$ cat config.mk
export PLATFORM = sky130hd
export DESIGN_NAME = gear_event_record_logger
export DESIGN_NICKNAME = d
export VERILOG_FILES = /design/src/sv/gerl_pkg.sv /design/src/sv/gerl_front.sv /design/src/sv/gerl_event.sv /design/src/sv/gerl_emit.sv /design/src/sv/gear_event_record_logger.sv
export SDC_FILE = /design/constraint.sdc
export NUM_CORES = 1
export LEC_CHECK = 0
export BUFFER_PORTS_ARGS = -buffer_cell sky130_fd_sc_hd__buf_2
export CAP_MARGIN = 20
export CELL_PAD_IN_SITES_DETAIL_PLACEMENT = 1
export CELL_PAD_IN_SITES_GLOBAL_PLACEMENT = 1
export CORE_MARGIN = 2
export CORE_UTILIZATION = 25
export CTS_CLUSTER_DIAMETER = 60
export DETAILED_ROUTE_END_ITERATION = 10
export PLACE_DENSITY = 0.47
export SYNTH_ARGS = -nofsm -noshare
export SYNTH_HDL_FRONTEND = slang
export SYNTH_SLANG_ARGS = --single-unit
$ cat constraint.sdc
create_clock -name i_clk -period 9 [get_ports i_clk]
set_clock_uncertainty 0.05 [all_clocks]
set_input_delay 0.9 -clock i_clk [delete_from_list [all_inputs] [get_ports i_clk]]
set_output_delay 0.9 -clock i_clk [all_outputs]
set_load 0.01 [all_outputs]
$ cat src/sv/gerl_pkg.sv
// Shared types, constants and helper functions for the gear event record logger.
// No dependencies; every other file of the block imports this package.
package gerl_pkg;

    localparam int RING_SLOTS_DEF  = 10;
    localparam int RECORD_LEN      = 10;
    localparam int ADDR_W          = 7;
    localparam int SCALE_W         = 16;
    localparam int SAMPLE_W        = 10;
    localparam int PROD_W          = SCALE_W + SAMPLE_W;
    localparam int SPEED_W         = 7;
    localparam int IDX_W           = $clog2(RECORD_LEN);

    localparam logic [SCALE_W-1:0] SCALE_RESET = 16'd6344;
    localparam logic [SPEED_W-1:0] SPEED_MAX   = 7'd99;
    localparam logic [7:0]         ASCII_ZERO  = 8'd48;

    typedef enum logic [1:0] {
        KEY_NONE = 2'd0,
        KEY_COLL = 2'd1,
        KEY_UP   = 2'd2,
        KEY_DOWN = 2'd3
    } t_key;

    typedef enum logic [2:0] {
        GEAR_ON   = 3'd0,
        GEAR_GR   = 3'd1,
        GEAR_GN   = 3'd2,
        GEAR_G1   = 3'd3,
        GEAR_G2   = 3'd4,
        GEAR_G3   = 3'd5,
        GEAR_G4   = 3'd6,
        GEAR_COLL = 3'd7
    } t_gear;

    typedef logic [7:0] t_byte;
    typedef t_byte [RECORD_LEN-1:0] t_record;

    // One registered poll: key, clock bytes and the raw scaled speed product.
    typedef struct packed {
        t_key              key;
        logic [7:0]        hour;
        logic [7:0]        minute;
        logic [7:0]        second;
        logic [PROD_W-1:0] product;
    } t_poll;

    // Record handed from the event logic to the byte emitter.
    typedef struct packed {
        logic              emit;
        logic [ADDR_W-1:0] base;
        logic              wrap;
        t_record           bytes;
    } t_rec_req;

    function automatic t_byte ascii_digit(input logic [3:0] nib);
        return ASCII_ZERO + {4'b0000, nib};
    endfunction

    function automatic t_byte event_char_hi(input t_gear g);
        t_byte c;
        case (g)
            GEAR_ON:   c = "O";
            GEAR_COLL: c = "C";
            default:   c = "G";
        endcase
        return c;
    endfunction

    function automatic t_byte event_char_lo(input t_gear g);
        t_byte c;
        case (g)
            GEAR_ON:   c = "N";
            GEAR_GR:   c = "R";
            GEAR_GN:   c = "N";
            GEAR_G1:   c = "1";
            GEAR_G2:   c = "2";
            GEAR_G3:   c = "3";
            GEAR_G4:   c = "4";
            default:   c = " ";
        endcase
        return c;
    endfunction

endpackage

$ cat src/sv/gerl_front.sv
// Input register of the logger: poll capture, speed scale register and speed product.
// Depends on gerl_pkg.
module gerl_front (
    input  logic                           i_clk,
    input  logic                           i_rst_n,
    input  logic                           i_in_valid,
    output logic                           o_in_ready,
    input  logic [1:0]                     i_key_event,
    input  logic [7:0]                     i_hour_bcd,
    input  logic [7:0]                     i_minute_bcd,
    input  logic [7:0]                     i_second_bcd,
    input  logic [gerl_pkg::SAMPLE_W-1:0]  i_speed_sample,
    input  logic                           i_cfg_valid,
    input  logic [gerl_pkg::SCALE_W-1:0]   i_cfg_data,
    input  logic                           i_take,
    output logic                           o_poll_valid,
    output gerl_pkg::t_poll                o_poll
);
    import gerl_pkg::*;

    logic                r_valid;
    t_poll               r_poll;
    logic [SCALE_W-1:0]  r_scale;
    logic                accept;

    assign o_in_ready = !r_valid || i_take;
    assign accept     = i_in_valid && o_in_ready;

    always_ff @(posedge i_clk) begin
        if (!i_rst_n) begin
            r_scale <= SCALE_RESET;
        end else if (i_cfg_valid) begin
            r_scale <= i_cfg_data;
        end
    end

    always_ff @(posedge i_clk) begin
        if (!i_rst_n) begin
            r_valid <= 1'b0;
        end else if (accept) begin
            r_valid <= 1'b1;
        end else if (i_take) begin
            r_valid <= 1'b0;
        end
    end

    always_ff @(posedge i_clk) begin
        if (accept) begin
            r_poll.key     <= t_key'(i_key_event);
            r_poll.hour    <= i_hour_bcd;
            r_poll.minute  <= i_minute_bcd;
            r_poll.second  <= i_second_bcd;
            r_poll.product <= PROD_W'(i_speed_sample) * PROD_W'(r_scale);
        end
    end

    assign o_poll_valid = r_valid;
    assign o_poll       = r_poll;

endmodule

$ cat src/sv/gerl_event.sv
// Gear/event state, ring slot tracking and ASCII record assembly.
// Depends on gerl_pkg.
module gerl_event #(
    parameter int RING_SLOTS = gerl_pkg::RING_SLOTS_DEF
) (
    input  logic                i_clk,
    input  logic                i_rst_n,
    input  logic                i_poll_valid,
    input  gerl_pkg::t_poll     i_poll,
    input  logic                i_take,
    output gerl_pkg::t_rec_req  o_rec
);
    import gerl_pkg::*;

    localparam int SLOT_W  = $clog2(RING_SLOTS);
    localparam int FULL_W  = $clog2(RING_SLOTS * RECORD_LEN + 1);
    localparam int SUM_W   = (FULL_W > ADDR_W) ? FULL_W : ADDR_W;
    localparam logic [SLOT_W-1:0] LAST_SLOT = SLOT_W'(RING_SLOTS - 1);

    t_gear              r_gear;
    t_gear              n_gear;
    logic               r_hold;
    logic               n_hold;
    logic [SLOT_W-1:0]  r_slot;
    logic               r_wrap;
    logic [2:0]         gear_up;
    logic [2:0]         gear_dn;
    logic [SAMPLE_W-1:0] spd_raw;
    logic [SPEED_W-1:0] spd;
    logic [14:0]        tens_mul;
    logic [3:0]         tens;
    logic [SPEED_W-1:0] ones_full;
    logic [1:0]         hour_tens;
    logic [SUM_W-1:0]   base_full;

    assign gear_up = r_gear + 3'd1;
    assign gear_dn = r_gear - 3'd1;

    always_comb begin
        n_gear = r_gear;
        n_hold = r_hold;
        case (i_poll.key)
            KEY_COLL: begin
                n_gear = GEAR_COLL;
                n_hold = 1'b0;
            end
            KEY_UP: begin
                if (r_gear == GEAR_COLL) begin
                    n_gear = GEAR_GN;
                    n_hold = 1'b0;
                end else if (r_gear != GEAR_G4) begin
                    n_gear = t_gear'(gear_up);
                    n_hold = 1'b0;
                end
            end
            KEY_DOWN: begin
                if (r_gear == GEAR_COLL) begin
                    n_gear = GEAR_GN;
                    n_hold = 1'b0;
                end else if (r_gear != GEAR_ON && r_gear != GEAR_GR) begin
                    n_gear = t_gear'(gear_dn);
                    n_hold = 1'b0;
                end
            end
            default: begin
                n_hold = 1'b1;
            end
        endcase
    end

    // Saturate speed, then split into digits with a reciprocal multiply.
    assign spd_raw   = i_poll.product[PROD_W-1:SCALE_W];
    assign spd       = (spd_raw > SAMPLE_W'(SPEED_MAX)) ? SPEED_MAX : spd_raw[SPEED_W-1:0];
    assign tens_mul  = 15'(spd) * 15'd205;
    assign tens      = tens_mul[14:11];
    assign ones_full = spd - SPEED_W'(tens) * SPEED_W'(10);

    assign hour_tens = i_poll.hour[6] ? {1'b0, i_poll.hour[4]} : i_poll.hour[5:4];
    assign base_full = SUM_W'(r_slot) * SUM_W'(RECORD_LEN);

    always_comb begin
        o_rec.emit     = i_poll_valid && !n_hold;
        o_rec.base     = base_full[ADDR_W-1:0];
        o_rec.wrap     = r_wrap;
        o_rec.bytes[0] = ascii_digit({2'b00, hour_tens});
        o_rec.bytes[1] = ascii_digit(i_poll.hour[3:0]);
        o_rec.bytes[2] = ascii_digit(i_poll.minute[7:4]);
        o_rec.bytes[3] = ascii_digit(i_poll.minute[3:0]);
        o_rec.bytes[4] = ascii_digit(i_poll.second[7:4]);
        o_rec.bytes[5] = ascii_digit(i_poll.second[3:0]);
        o_rec.bytes[6] = event_char_hi(n_gear);
        o_rec.bytes[7] = event_char_lo(n_gear);
        o_rec.bytes[8] = ascii_digit(tens);
        o_rec.bytes[9] = ascii_digit(ones_full[3:0]);
    end

    always_ff @(posedge i_clk) begin
        if (!i_rst_n) begin
            r_gear <= GEAR_ON;
            r_hold <= 1'b0;
            r_slot <= '0;
            r_wrap <= 1'b0;
        end else if (i_take) begin
            r_gear <= n_gear;
            r_hold <= n_hold;
            if (!n_hold) begin
                if (r_slot >= LAST_SLOT) begin
                    r_slot <= '0;
                    r_wrap <= 1'b1;
                end else begin
                    r_slot <= r_slot + SLOT_W'(1);
                end
            end
        end
    end

endmodule

$ cat src/sv/gerl_emit.sv
// Result register of the logger: holds one record and sends it one byte per beat.
// Depends on gerl_pkg.
module gerl_emit (
    input  logic                         i_clk,
    input  logic                         i_rst_n,
    input  logic                         i_load,
    input  gerl_pkg::t_rec_req           i_rec,
    output logic                         o_can_load,
    output logic                         o_out_valid,
    input  logic                         i_out_ready,
    output logic [gerl_pkg::ADDR_W-1:0]  o_mem_address,
    output logic [7:0]                   o_mem_byte,
    output logic                         o_last_of_record,
    output logic                         o_ring_wrapped
);
    import gerl_pkg::*;

    localparam logic [IDX_W-1:0] LAST_IDX = IDX_W'(RECORD_LEN - 1);

    logic               r_busy;
    logic [IDX_W-1:0]   r_idx;
    t_record            r_bytes;
    logic [ADDR_W-1:0]  r_base;
    logic               r_wrap;
    logic               beat;
    logic               last;

    assign beat       = r_busy && i_out_ready;
    assign last       = (r_idx == LAST_IDX);
    assign o_can_load = !r_busy || (beat && last);

    always_ff @(posedge i_clk) begin
        if (!i_rst_n) begin
            r_busy <= 1'b0;
            r_idx  <= '0;
        end else if (i_load) begin
            r_busy <= 1'b1;
            r_idx  <= '0;
        end else if (beat) begin
            if (last) begin
                r_busy <= 1'b0;
            end else begin
                r_idx <= r_idx + IDX_W'(1);
            end
        end
    end

    // Shift the record down one byte per beat.
    always_ff @(posedge i_clk) begin
        if (i_load) begin
            r_bytes <= i_rec.bytes;
            r_base  <= i_rec.base;
            r_wrap  <= i_rec.wrap;
        end else if (beat) begin
            r_bytes <= {8'h00, r_bytes[RECORD_LEN-1:1]};
        end
    end

    assign o_out_valid      = r_busy;
    assign o_mem_address    = r_base + ADDR_W'(r_idx);
    assign o_mem_byte       = r_bytes[0];
    assign o_last_of_record = last;
    assign o_ring_wrapped   = r_wrap;

endmodule

$ cat src/sv/gear_event_record_logger.sv
// Gear event record logger. Each input beat is one poll (key event, BCD clock
// bytes, raw speed sample). The block tracks the gear/event state and, whenever
// the poll changes it (or on any collision, or on a blocked gear key while the
// hold flag is clear), sends a ten-byte ASCII record to consecutive log
// addresses: hour, minute and second digits, two event characters and two speed
// digits. While no logging poll waits for the emitter, the input side accepts
// one every cycle. A poll that logs a record takes ten output beats; the byte
// emitter has a single record buffer, so the next logging poll waits in the
// input register until the last byte of the previous record leaves. Write
// speed_scale only while no record is pending. Depends on gerl_pkg, gerl_front,
// gerl_event and gerl_emit.
module gear_event_record_logger #(
    parameter int RING_SLOTS = gerl_pkg::RING_SLOTS_DEF
) (
    input  logic                           i_clk,
    input  logic                           i_rst_n,
    // poll channel
    input  logic                           i_in_valid,
    output logic                           o_in_ready,
    input  logic [1:0]                     i_key_event,
    input  logic [7:0]                     i_hour_bcd,
    input  logic [7:0]                     i_minute_bcd,
    input  logic [7:0]                     i_second_bcd,
    input  logic [gerl_pkg::SAMPLE_W-1:0]  i_speed_sample,
    // configuration write channel (speed_scale)
    input  logic                           i_cfg_valid,
    output logic                           o_cfg_ready,
    input  logic [gerl_pkg::SCALE_W-1:0]   i_cfg_data,
    // record byte channel
    output logic                           o_out_valid,
    input  logic                           i_out_ready,
    output logic [gerl_pkg::ADDR_W-1:0]    o_mem_address,
    output logic [7:0]                     o_mem_byte,
    output logic                           o_last_of_record,
    output logic                           o_ring_wrapped
);
    import gerl_pkg::*;

    logic      poll_valid;
    t_poll     poll;
    t_rec_req  rec;
    logic      can_load;
    logic      take;

    // Retire the held poll when it logs nothing or the emitter is free.
    assign take        = poll_valid && (!rec.emit || can_load);
    assign o_cfg_ready = 1'b1;

    gerl_front u_front (
        .i_clk          (i_clk),
        .i_rst_n        (i_rst_n),
        .i_in_valid     (i_in_valid),
        .o_in_ready     (o_in_ready),
        .i_key_event    (i_key_event),
        .i_hour_bcd     (i_hour_bcd),
        .i_minute_bcd   (i_minute_bcd),
        .i_second_bcd   (i_second_bcd),
        .i_speed_sample (i_speed_sample),
        .i_cfg_valid    (i_cfg_valid),
        .i_cfg_data     (i_cfg_data),
        .i_take         (take),
        .o_poll_valid   (poll_valid),
        .o_poll         (poll)
    );

    gerl_event #(
        .RING_SLOTS (RING_SLOTS)
    ) u_event (
        .i_clk        (i_clk),
        .i_rst_n      (i_rst_n),
        .i_poll_valid (poll_valid),
        .i_poll       (poll),
        .i_take       (take),
        .o_rec        (rec)
    );

    gerl_emit u_emit (
        .i_clk            (i_clk),
        .i_rst_n          (i_rst_n),
        .i_load           (take && rec.emit),
        .i_rec            (rec),
        .o_can_load       (can_load),
        .o_out_valid      (o_out_valid),
        .i_out_ready      (i_out_ready),
        .o_mem_address    (o_mem_address),
        .o_mem_byte       (o_mem_byte),
        .o_last_of_record (o_last_of_record),
        .o_ring_wrapped   (o_ring_wrapped)
    );

endmodule

==> results of run 1 <==
[critical path, cell delays in order]
cell      delay (ns)
buf_2           0.36
nand2_1         0.15
fa_1            0.58
inv_1           0.06
fa_1            0.50
inv_1           0.05
fa_1            0.47
inv_1           0.05
fa_1            0.52
inv_1           0.05
fa_1            0.52
inv_1           0.04
ha_1            0.34
a21oi_1         0.29
o21bai_1        0.12
a221o_1         0.32
a21o_1          0.23
o41ai_4         0.40
o21bai_1        0.12
xor2_1          0.15
[power breakdown]
group	switching, uW	internal [uW]	total [uW]	leakage, uW
combinational	1030	809	1840	0.00448
sequential	55.1	804	859	0.00128
clock	321	412	734	0.000276
[cell usage after synthesis, types with 3 or more instances]
cell	count
nand2_1	187
inv_1	162
fa_1	120
edfxtp_1	108
ha_1	108
and2_1	92
clkbuf_1	35
nor2_1	33
dfxtp_1	31
o21ai_0	24
nand2b_1	22
a21oi_1	19
mux2i_1	19
xnor2_1	19
nor2b_1	17
a21o_1	13
nand3_1	13
buf_4	12
nor3_1	9
buf_2	8
a211oi_1	7
nand4_1	7
a21boi_0	6
xor2_1	6
and3_1	5
o21a_1	4
a31oi_1	3
[state kept, by name, summed over array words and instances, names as in the netlist, 3 cells and up]
register,flops
u_emit.r_idx,4
u_event.r_slot,4
u_front.o_poll,35
u_emit.r_base,6
u_event.r_gear,3
u_emit.o_mem_byte,7
u_emit.r_bytes,59
u_front.r_scale,16
[logic make-up (layout without fill, tap and decap cells)]
logic type,count (synthesis),after routing,synth area share
AO/OA/AOI/OAI,101,101,0.06235
XOR/XNOR,26,26,0.02082
adder cells (fa/ha/maj),228,228,0.3236
buffers and inverters,219,270,0.07561
flip-flops,139,139,0.3331
multiplexers,21,21,0.01834
other,2,2,0.0006474
AND/OR/NAND/NOR,397,397,0.1656
[final cells by class]
class / instances / area share
clock buffers: 17 / 0.03254
clock inverters: 15 / 0.01254
inverters: 162 / 0.04651
multi-input cells: 775 / 0.5258
flip-flops and latches: 139 / 0.2955
well taps: 600 / 0.05742
repair buffers: 76 / 0.02967
[worst max-delay path by stage]
stage | endpoint | start | depth (start not counted)
2_1_floorplan | u_emit.o_mem_byte[0]$_DFFE_PP_ | u_event.r_gear[0]$_SDFFE_PN0P_ | 6
3_3_place_gp | u_front.o_poll[24]$_DFFE_PP_ | i_speed_sample[9] | 20
3_5_place_dp | u_front.o_poll[24]$_DFFE_PP_ | i_speed_sample[9] | 20
4_1_cts | u_front.o_poll[24]$_DFFE_PP_ | u_front.r_scale[5]$_SDFFE_PN0P_ | 19
5_1_grt | u_front.o_poll[24]$_DFFE_PP_ | u_front.r_scale[5]$_SDFFE_PN0P_ | 19
6_report | u_front.o_poll[24]$_DFFE_PP_ | i_speed_sample[3] | 20
[through the flow]
step	utilization	total power [uW]
2_1_floorplan	-	2307
6_report	0.2869	3429
4_1_cts	0.2869	3529
3_3_place_gp	0.2739	2738
3_5_place_dp	0.2739	2757
5_1_grt	0.2869	3811
[per-layer routing]
metal | global-route usage | wire length [um] | vias up
li1 | - | - | 3710
met1 | 0.1615 | 13280 | 3956
met2 | 0.2097 | 13560 | 81
met3 | 0.02661 | 853 | 22
met4 | 0.03784 | 352 | 0
met5 | 0 | 0 | -
==> results.py, run 1 <==
metrics = {
    "power_and_ir_drop": {
        "ir_worst_vdd_v": 0.0001379,
        "leakagePower_uw": 0.006044,
        "p_per_area_mw_per_mm2": 262.3,
    },
    "floorplanning": {
        "std_cell_rows": 78,
        "die_area_sq_mm": 0.04814,
        "die_h_um": 219.4,
        "die_w_um": 219.4,
        "ioPinCount": 77,
        "start_util": 0.2545,
        "coreArea_sq_mm": 0.04558,
    },
    "routing": {
        "drtPass1Iterations": 4,
        "drc": 0,
        "ant_nets": 0,
        "via_per_inst": 4.355,
        "drt-initial-drc-count": 280,
        "wl_mm": 28.05,
        "vias": 7769,
        "wl_per_cell_um": 15.72,
    },
    "placed_design": {
        "port-buffer-count": 73,
        "dpl_cell_area_sq_mm": 0.01248,
        "place_inst": 1752,
        "dpl.hpwl_mm": 20.95,
        "preCtsSetupSlack_ns": 2.390,
        "gp_congestion": 0.7461,
    },
    "synthesis": {
        "yosysTopAreaCellShare": 0.2796,
        "yosys.cell_types.count": 61,
        "synth_area_leader_cell": "edfxtp_1",
        "synthFlopType": "edfxtp_1",
        "async_reset_ff_frac": 0,
        "synth_edf_count": 108,
        "synth_cells": 1133,
        "synth_area_leaders": "edfxtp_1 28%, fa_1 21%, ha_1 12%, nand2_1 6.1%, dfxtp_1 5.4%",
        "synthesis.nets": 1418,
        "netlist_area_sq_mm": 0.01160,
        "ys_warn_count": 0,
        "synth.ff_latch_count": 139,
        "syn_area_per_cell_sq_um": 10.24,
        "synth-seq-area-share": 0.3331,
    },
    "timing": {
        "post-route-period-util": 0.6760,
        "finalSetupTns_ns": 0,
        "tightest_slew_ns": 1.054,
        "hold_violations": 0,
        "drv_slew": 0,
        "fin_crit_ns": 6.084,
        "slew_headroom": 0.2971,
        "rsz0062_at_grt": "false",
        "setup_viol": 0,
        "fmax_ghz": 0.1644,
        "hold_slack_ns": 0.3964,
        "layout_setup_ws_ns": 2.916,
    },
    "global_route": {
        "grt.total_usage": 0.1253,
        "antenna_found_initial": 0,
        "grt-ovfl-total": 0,
        "grt_pass1_vias": 8542,
        "grt_pass1_wl_mm": 46.21,
        "grt_max_degree": 74,
    },
    "clock_tree": {
        "cts_made_buffers": 17,
        "htree_num_levels": 4,
        "ctsHoldBuffers": 0,
        "postCtsSetupRepairBufs": 0,
        "clock-sinks": 139,
        "worstSkewPairLatency_ns": 0.47,
        "clockRootBuffer": "clkbuf_16",
        "clockBufferDepth": 2,
        "cts.clk_slew.worst_paths_ns": 0.06,
        "cts_resized": 0,
        "cts_tree": "done",
    },
    "critical_path": {
        "reg2reg_slack_ns": 2.96,
        "path_class": "in -> reg",
        "r2r-end": "u_front.o_poll[24]$_DFFE_PP_",
        "r2r_start": "u_front.r_scale[5]$_SDFFE_PN0P_",
        "cp-start-kind": "input pin",
        "cp.arrival_ns": 6.24,
        "cp_max_fo": 16,
        "rr_worst_depth": 19,
        "endpoint_kind": "register",
        "cp.required_ns": 9.16,
    },
    "min_path": {
        "min_path_cells": 0,
        "min_to": "u_emit.o_ring_wrapped$_DFFE_PP_",
        "min-delay-path-class": "reg -> reg",
        "holdCritStartpoint": "u_event.r_wrap$_SDFFE_PN0P_",
    },
    "finish": {
        "stdcell_count": 1784,
        "regArea_sq_mm": 0.003864,
        "nFillCells": 5138,
        "synthToLayoutAreaGrowth_pct": 12.71,
        "nets": 1456,
        "final_cell_area_sq_mm": 0.01307,
        "diodes": 0,
        "final_cell_mix": "187 x nand2_1, 162 x inv_1, 120 x fa_1",
        "layout_commonest_cell": "nand2_1",
        "multi_input_area_sq_mm": 0.006874,
        "drive_above_1_share": 0.1022,
    },
    "run_status": {
        "outcome": "complete, no violations",
    },
    "run": {
        "max_cap_viol_count": 0,
    },
}
Power figures use the tool's default switching activity.
==> inputs of run 2 (changes only) <==
--- a/config.mk
+++ b/config.mk
@@ -5,6 +5,7 @@
 export SDC_FILE = /design/constraint.sdc
 export NUM_CORES = 1
 export LEC_CHECK = 0
+export ABC_AREA = 1
 export BUFFER_PORTS_ARGS = -buffer_cell sky130_fd_sc_hd__buf_2
 export CAP_MARGIN = 20
 export CELL_PAD_IN_SITES_DETAIL_PLACEMENT = 1
@@ -13,7 +14,7 @@
 export CORE_UTILIZATION = 25
 export CTS_CLUSTER_DIAMETER = 60
 export DETAILED_ROUTE_END_ITERATION = 10
-export PLACE_DENSITY = 0.47
+export PLACE_DENSITY = 0.48
 export SYNTH_ARGS = -nofsm -noshare
 export SYNTH_HDL_FRONTEND = slang
 export SYNTH_SLANG_ARGS = --single-unit
==> constraint.sdc (replaced) <==
create_clock -name i_clk -period 5.9 [get_ports i_clk]
set_clock_uncertainty 0.05 [all_clocks]
set_input_delay 0.59 -clock i_clk [delete_from_list [all_inputs] [get_ports i_clk]]
set_output_delay 0.59 -clock i_clk [all_outputs]
set_load 0.01 [all_outputs]
==> run 2 against run 1 <==
First-iteration DRC count rose by 12%. Highest routed layer is now met5. Power rose by 71%. Worst setup slack got worse by 2.3 ns. Synthesized cell count rose by 22%. Final cell count rose by 16%. Via count rose by 12%. Worst hold slack got worse by 0.10 ns.
==> results.py, run 2 <==
metrics = {
    "synthesis": {
        "synth_edf_count": 108,
        "synthesis.nets": 1667,
        "ys_warn_count": 0,
        "netlist_area_sq_mm": 0.01195,
        "syn_area_per_cell_sq_um": 8.647,
        "synth_commonest_cells": "367 x nand2_1, 307 x inv_1, 120 x fa_1",
        "yosysTopAreaCellShare": 0.2714,
        "synth_area_leaders": "edfxtp_1 27%, fa_1 20%, nand2_1 12%, ha_1 11%, inv_1 9.6%",
        "async_reset_ff_frac": 0,
        "synth.ff_latch_count": 139,
        "yosysMostFrequentCell": "nand2_1",
        "synth_area_leader_cell": "edfxtp_1",
        "synth_cells": 1382,
        "synthFlopType": "edfxtp_1",
        "yosys.cell_types.count": 43,
        "synth-seq-area-share": 0.3233,
    },
    "routing": {
        "drtPass1Iterations": 4,
        "drc": 0,
        "vias": 8738,
        "wl_mm": 29.77,
        "via_per_inst": 4.225,
        "ant_nets": 0,
        "wl_per_cell_um": 14.40,
        "drt-initial-drc-count": 314,
    },
    "placed_design": {
        "gp_congestion": 0.7706,
        "dpl.hpwl_mm": 24.18,
        "port-buffer-count": 73,
        "place_inst": 2036,
    },
    "finish": {
        "diodes": 0,
        "final_cell_mix": "366 x nand2_1, 307 x inv_1, 120 x fa_1",
        "top_register": "u_emit.r_bytes",
        "synthToLayoutAreaGrowth_pct": 13.76,
        "layout_commonest_cell": "nand2_1",
        "drive_above_1_share": 0.1115,
        "largest_reg_flops": 59,
        "nets": 1725,
        "stdcell_count": 2068,
    },
    "critical_path": {
        "rr_worst_depth": 20,
        "path_cells": "nand2_1, inv_1, fa_1, fa_1, inv_1, fa_1, inv_1, fa_1, inv_1, fa_1, inv_1, ha_1, nand2_1, inv_1, nand2_1, nor3_1, nand4_1, nand3_1, a31oi_1, xor2_1",
        "path_class": "reg -> reg",
        "endpoint_kind": "register",
        "cp.required_ns": 6.02,
        "cp_slowest_cell": "dfxtp_1",
        "cp-start-kind": "register",
        "path_depth": 20,
        "cp_max_fo": 11,
        "slowest_delay_ns": 0.65,
        "path_common_cell": "inv_1",
        "critPathBufInv": 6,
        "cp_top_family": "adder cells",
        "cp.arrival_ns": 5.44,
    },
    "clock_tree": {
        "cts.clk_slew.worst_paths_ns": 0.07,
        "postCtsSetupRepairBufs": 0,
        "cts_made_buffers": 17,
        "clockRootBuffer": "clkbuf_16",
        "clock-sinks": 139,
        "cts_tree": "done",
        "htree_num_levels": 4,
        "cts_resized": 0,
        "clockBufferDepth": 2,
        "worstSkewPairLatency_ns": 0.42,
        "ctsHoldBuffers": 0,
    },
    "timing": {
        "hold_violations": 0,
        "slew_headroom": 0.3863,
        "finalSetupTns_ns": 0,
        "tightest_slew_ns": 0.9206,
        "setup_viol": 0,
        "fmax_ghz": 0.1878,
        "post-route-period-util": 0.9023,
        "rsz0062_at_grt": "false",
        "fin_crit_ns": 5.324,
        "drv_slew": 0,
    },
    "run": {
        "max_cap_viol_count": 0,
    },
    "power_and_ir_drop": {
        "ir_worst_vdd_v": 0.0001767,
        "p_per_area_mw_per_mm2": 430.6,
        "leakagePower_uw": 0.007034,
    },
    "floorplanning": {
        "die_w_um": 222.6,
        "die_area_sq_mm": 0.04957,
        "std_cell_rows": 80,
        "coreArea_sq_mm": 0.04745,
        "die_h_um": 222.6,
        "start_util": 0.2519,
        "ioPinCount": 77,
    },
    "global_route": {
        "antenna_found_initial": 4,
        "grt_pass1_vias": 9367,
        "grt.total_usage": 0.1251,
        "grt-ovfl-total": 0,
        "grt_max_degree": 67,
        "grt_pass1_wl_mm": 49.14,
    },
    "run_status": {
        "outcome": "complete, no violations",
    },
    "min_path": {
        "min_path_cells": 1,
        "min-delay-path-class": "in -> reg",
    },
}
-- run 2: changes by cell type after synthesis, sizes merged, moves of 14 or more --
cell    before  now
nand2      188  371
mux2i       19    0
nor2        33   59
a21oi       19   48
xnor2       19    5
o21ai       25   42
nand3       13   44
or2          2   21
inv        162  310
and2        92    2
nor2b       17    0
nand2b      22    0
-- run 2: metrics by stage --
stage	setup slack [ns]	total power, uW	hold slack, ns	utilization	instance area (sq um)
after CTS	0.4469	6036	0.2708	0.2865	13590
final	0.5763	5854	0.2946	0.2865	13590
after global placement	0.2149	4876	0.3629	0.2740	13000
after floorplan	0.3936	3908	0.3582	-	11950
after global routing	0.1217	6571	0.2688	0.2865	13590
after detailed placement	0.2350	4928	0.3687	0.2740	13000
-- run 2: worst paths after layout --
| path | startpoint | slack, ns | to |
|---|---|---|---|
| worst max-delay path | u_front.r_scale[9]$_SDFFE_PN0P_ | 0.58 | u_front.o_poll[22]$_DFFE_PP_ |
| worst min register to register | u_event.r_wrap$_SDFFE_PN0P_ | 0.38 | u_emit.o_ring_wrapped$_DFFE_PP_ |
| worst min-delay path | i_minute_bcd[5] | 0.29 | u_front.o_poll[39]$_DFFE_PP_ |
| worst max register to register | u_front.r_scale[9]$_SDFFE_PN0P_ | 0.58 | u_front.o_poll[22]$_DFFE_PP_ |
-- run 2: per-layer routing --
metal | part of all wire | GRT usage | vias up | routed length, um
met5 | 0.0015 | 0 | - | 46
met4 | 0.0094 | 0.02490 | 8 | 281
met3 | 0.024 | 0.02076 | 21 | 705
met2 | 0.50 | 0.2229 | 57 | 14970
met1 | 0.46 | 0.1591 | 4323 | 13770
li1 | - | - | 4329 | -
-- run 2: cell families after synthesis --
group,after synthesis,synth area share
other,2,0.0006284
adder cells (fa/ha/maj),228,0.3141
flip-flops,139,0.3233
buffers and inverters,368,0.1202
XOR/XNOR,17,0.01246
AO/OA/AOI/OAI,112,0.05267
AND/OR/NAND/NOR,516,0.1766
-- run 2: final cells by class --
class                   instances  area, sq um
inverters                     310         1164
flip-flops and latches        139         3864
well taps                     615        769.5
clock buffers                  23        520.5
fillers                      5626        33850
clock inverters                 9        73.82
multi-input cells             875         6658
repair buffers                 97        545.5
-- run 2: worst register-to-register path: cells and delay by family, from the launching register on --
family                     cells  cell delay (ns)
adders and majority gates      6             2.89
and+or+nand+nor                6             0.81
DFF                            1             0.65
buffers and inverters          6             0.39
xor gates and xnor gates       1             0.15
AOI/OAI and AO/OA              1             0.13
-- run 2: report_power, final --
group          internal [uW]  leakage (uW)  switching [uW]
combinational           1300       0.00547            2190
clock                    630      0.000285             441
sequential              1230       0.00128            53.5
total                   3170       0.00703            2690
==> inputs of run 3 (changes only) <==
--- a/config.mk
+++ b/config.mk
@@ -5,7 +5,6 @@
 export SDC_FILE = /design/constraint.sdc
 export NUM_CORES = 1
 export LEC_CHECK = 0
-export ABC_AREA = 1
 export BUFFER_PORTS_ARGS = -buffer_cell sky130_fd_sc_hd__buf_2
 export CAP_MARGIN = 20
 export CELL_PAD_IN_SITES_DETAIL_PLACEMENT = 1
@@ -14,7 +13,8 @@
 export CORE_UTILIZATION = 25
 export CTS_CLUSTER_DIAMETER = 60
 export DETAILED_ROUTE_END_ITERATION = 10
-export PLACE_DENSITY = 0.48
+export PLACE_DENSITY = 0.47
+export SLEW_MARGIN = 20
 export SYNTH_ARGS = -nofsm -noshare
 export SYNTH_HDL_FRONTEND = slang
 export SYNTH_SLANG_ARGS = --single-unit
==> run 3 against run 2 <==
Clock power grew 7%. Register-to-register slack lost 0.26 ns. Non-clock buffer count grew 36. Sequential power is essentially flat. Flip-flop and latch count is the same. Worst setup slack lost 0.26 ns. Power shrank 4.5%. First-iteration DRC count shrank 10%. Cell area shrank 0.34%. Critical path depth shrank 3.
==> results.py, run 3 (synthesized netlist as in run 1, its figures left out) <==
metrics = {
    "critical_path": {
        "r2r_start": "u_front.r_scale[5]$_SDFFE_PN0P_",
        "reg2reg_slack_ns": 0.31,
        "path_class": "reg -> reg",
        "startpoint": "u_front.r_scale[5]$_SDFFE_PN0P_",
        "rr_worst_depth": 17,
        "endpoint_kind": "register",
        "endpoint": "u_front.o_poll[24]$_DFFE_PP_",
        "cp.arrival_ns": 5.73,
        "cp-start-kind": "register",
        "path_common_cell": "fa_1",
        "cp_max_fo": 8,
        "r2r-end": "u_front.o_poll[24]$_DFFE_PP_",
        "cp.required_ns": 6.04,
        "path_cells": "buf_4, and2_1, fa_1, fa_1, fa_1, inv_1, fa_1, inv_1, fa_1, ha_1, a21o_1, a31oi_1, inv_1, o311a_1, o41ai_4, o21bai_1, xor2_1",
        "slowest_delay_ns": 0.55,
        "cp_slowest_cell": "fa_1",
    },
    "power_and_ir_drop": {
        "ir_worst_vdd_v": 0.0002057,
        "leakagePower_uw": 0.006351,
        "p_per_area_mw_per_mm2": 412.4,
    },
    "floorplanning": {
        "die_w_um": 219.4,
        "coreArea_sq_mm": 0.04558,
        "die_h_um": 219.4,
        "ioPinCount": 77,
        "die_area_sq_mm": 0.04814,
        "start_util": 0.2545,
        "std_cell_rows": 78,
    },
    "global_route": {
        "grt_max_degree": 67,
        "grt_pass1_vias": 8657,
        "grt_pass1_wl_mm": 46.67,
        "grt-ovfl-total": 0,
        "grt.total_usage": 0.1261,
        "antenna_found_initial": 1,
    },
    "timing": {
        "fmax_ghz": 0.1790,
        "post-route-period-util": 0.9470,
        "setup_viol": 0,
        "slew_headroom": 0.3165,
        "drv_slew": 0,
        "finalSetupTns_ns": 0,
        "hold_violations": 0,
        "fin_crit_ns": 5.587,
        "tightest_slew_ns": 1.025,
    },
    "clock_tree": {
        "worstSkewPairLatency_ns": 0.45,
        "htree_num_levels": 4,
        "cts_tree": "done",
        "cts.clk_slew.worst_paths_ns": 0.06,
        "clock-sinks": 139,
        "cts_made_buffers": 17,
        "clockBufferDepth": 2,
        "clockRootBuffer": "clkbuf_16",
    },
    "placed_design": {
        "dpl.hpwl_mm": 22.53,
        "place_inst": 1803,
        "gp_congestion": 0.7534,
        "dpl_cell_area_sq_mm": 0.01287,
        "port-buffer-count": 73,
    },
    "run": {
        "max_cap_viol_count": 0,
    },
    "finish": {
        "layout_commonest_cell": "nand2_1",
        "nets": 1513,
        "synthToLayoutAreaGrowth_pct": 16.79,
        "stdcell_count": 1841,
        "final_cell_mix": "187 x nand2_1, 162 x inv_1, 119 x fa_1",
        "final_cell_area_sq_mm": 0.01355,
        "top_register": "u_emit.r_bytes",
        "largest_reg_flops": 59,
        "drive_above_1_share": 0.1500,
        "nFillCells": 5160,
    },
    "routing": {
        "drt-initial-drc-count": 282,
        "drc": 0,
        "via_per_inst": 4.305,
        "vias": 7925,
        "wl_per_cell_um": 15.54,
        "drtPass1Iterations": 4,
        "ant_nets": 0,
        "wl_mm": 28.60,
    },
    "min_path": {
        "min-delay-path-class": "in -> reg",
    },
    "run_status": {
        "outcome": "complete, no violations",
    },
}
-- run 3: repair_timing --
action                                  4_1_cts  5_1_grt
hold buffers                                  0        0
endpoints found under the setup margin        0        5
gates resized for setup                       0        9
buffers inserted                              0        6
-- run 3: critical path, delay by kind of cell (launching register included) --
family / cells / cell delay [ns]
adders and majority gates: 6 / 2.82
buffers and inverters: 4 / 0.39
DFF: 1 / 0.41
AOI/OAI and AO/OA: 5 / 1.34
and+or+nand+nor: 1 / 0.16
xor gates and xnor gates: 1 / 0.15
-- run 3: worst min path at each step --
| stage | cells after the start | start | slack, ns | end |
|---|---|---|---|---|
| after floorplan | 0 | u_event.r_wrap$_SDFFE_PN0P_ | 0.36 | u_emit.o_ring_wrapped$_DFFE_PP_ |
| after global placement | 0 | u_event.r_wrap$_SDFFE_PN0P_ | 0.37 | u_emit.o_ring_wrapped$_DFFE_PP_ |
| after detailed placement | 0 | u_event.r_wrap$_SDFFE_PN0P_ | 0.37 | u_emit.o_ring_wrapped$_DFFE_PP_ |
| after CTS | 1 | i_second_bcd[3] | 0.23 | u_front.o_poll[29]$_DFFE_PP_ |
| after global routing | 1 | i_second_bcd[2] | 0.24 | u_front.o_poll[28]$_DFFE_PP_ |
| final | 1 | i_minute_bcd[3] | 0.27 | u_front.o_poll[37]$_DFFE_PP_ |
-- run 3: metal layers --
layer | GRT usage | up-vias | wire length, um
met5 | 0 | - | 0
met4 | 0.02995 | 0 | 261
met3 | 0.02301 | 20 | 673
met2 | 0.2156 | 69 | 14110
met1 | 0.1645 | 4008 | 13560
li1 | - | 3828 | -
-- run 3: cell type report --
type | count | area, sq um | share of cell area
diodes | 1 | 2.502 | 0.0001847
clock buffers | 19 | 442.9 | 0.03269
clock inverters | 12 | 163.9 | 0.01210
inverters | 162 | 608.1 | 0.04488
multi-input cells | 775 | 6895 | 0.5090
flip-flops and latches | 139 | 3869 | 0.2856
well taps | 600 | 750.7 | 0.05541
repair buffers | 133 | 815.8 | 0.06021
-- run 3: report_power, final --
part | leakage, uW | switching [uW] | internal [uW] | total, uW
clock network | 0.000295 | 466 | 680 | 1150
registers | 0.00128 | 65.4 | 1230 | 1290
logic | 0.00477 | 1660 | 1490 | 3150
total | 0.00635 | 2190 | 3400 | 5590
-- run 3: metrics by stage --
step	total power, uW	setup WS [ns]	hold slack (ns)	util
CTS	5614	0.1012	0.2338	0.2956
global route	6204	-0.003577	0.2439	0.2972
detailed placement	4401	-0.1103	0.3727	0.2823
floorplan	3516	0.06781	0.3590	-
finish	5587	0.3126	0.2731	0.2973
global placement	4367	-0.04064	0.3694	0.2823
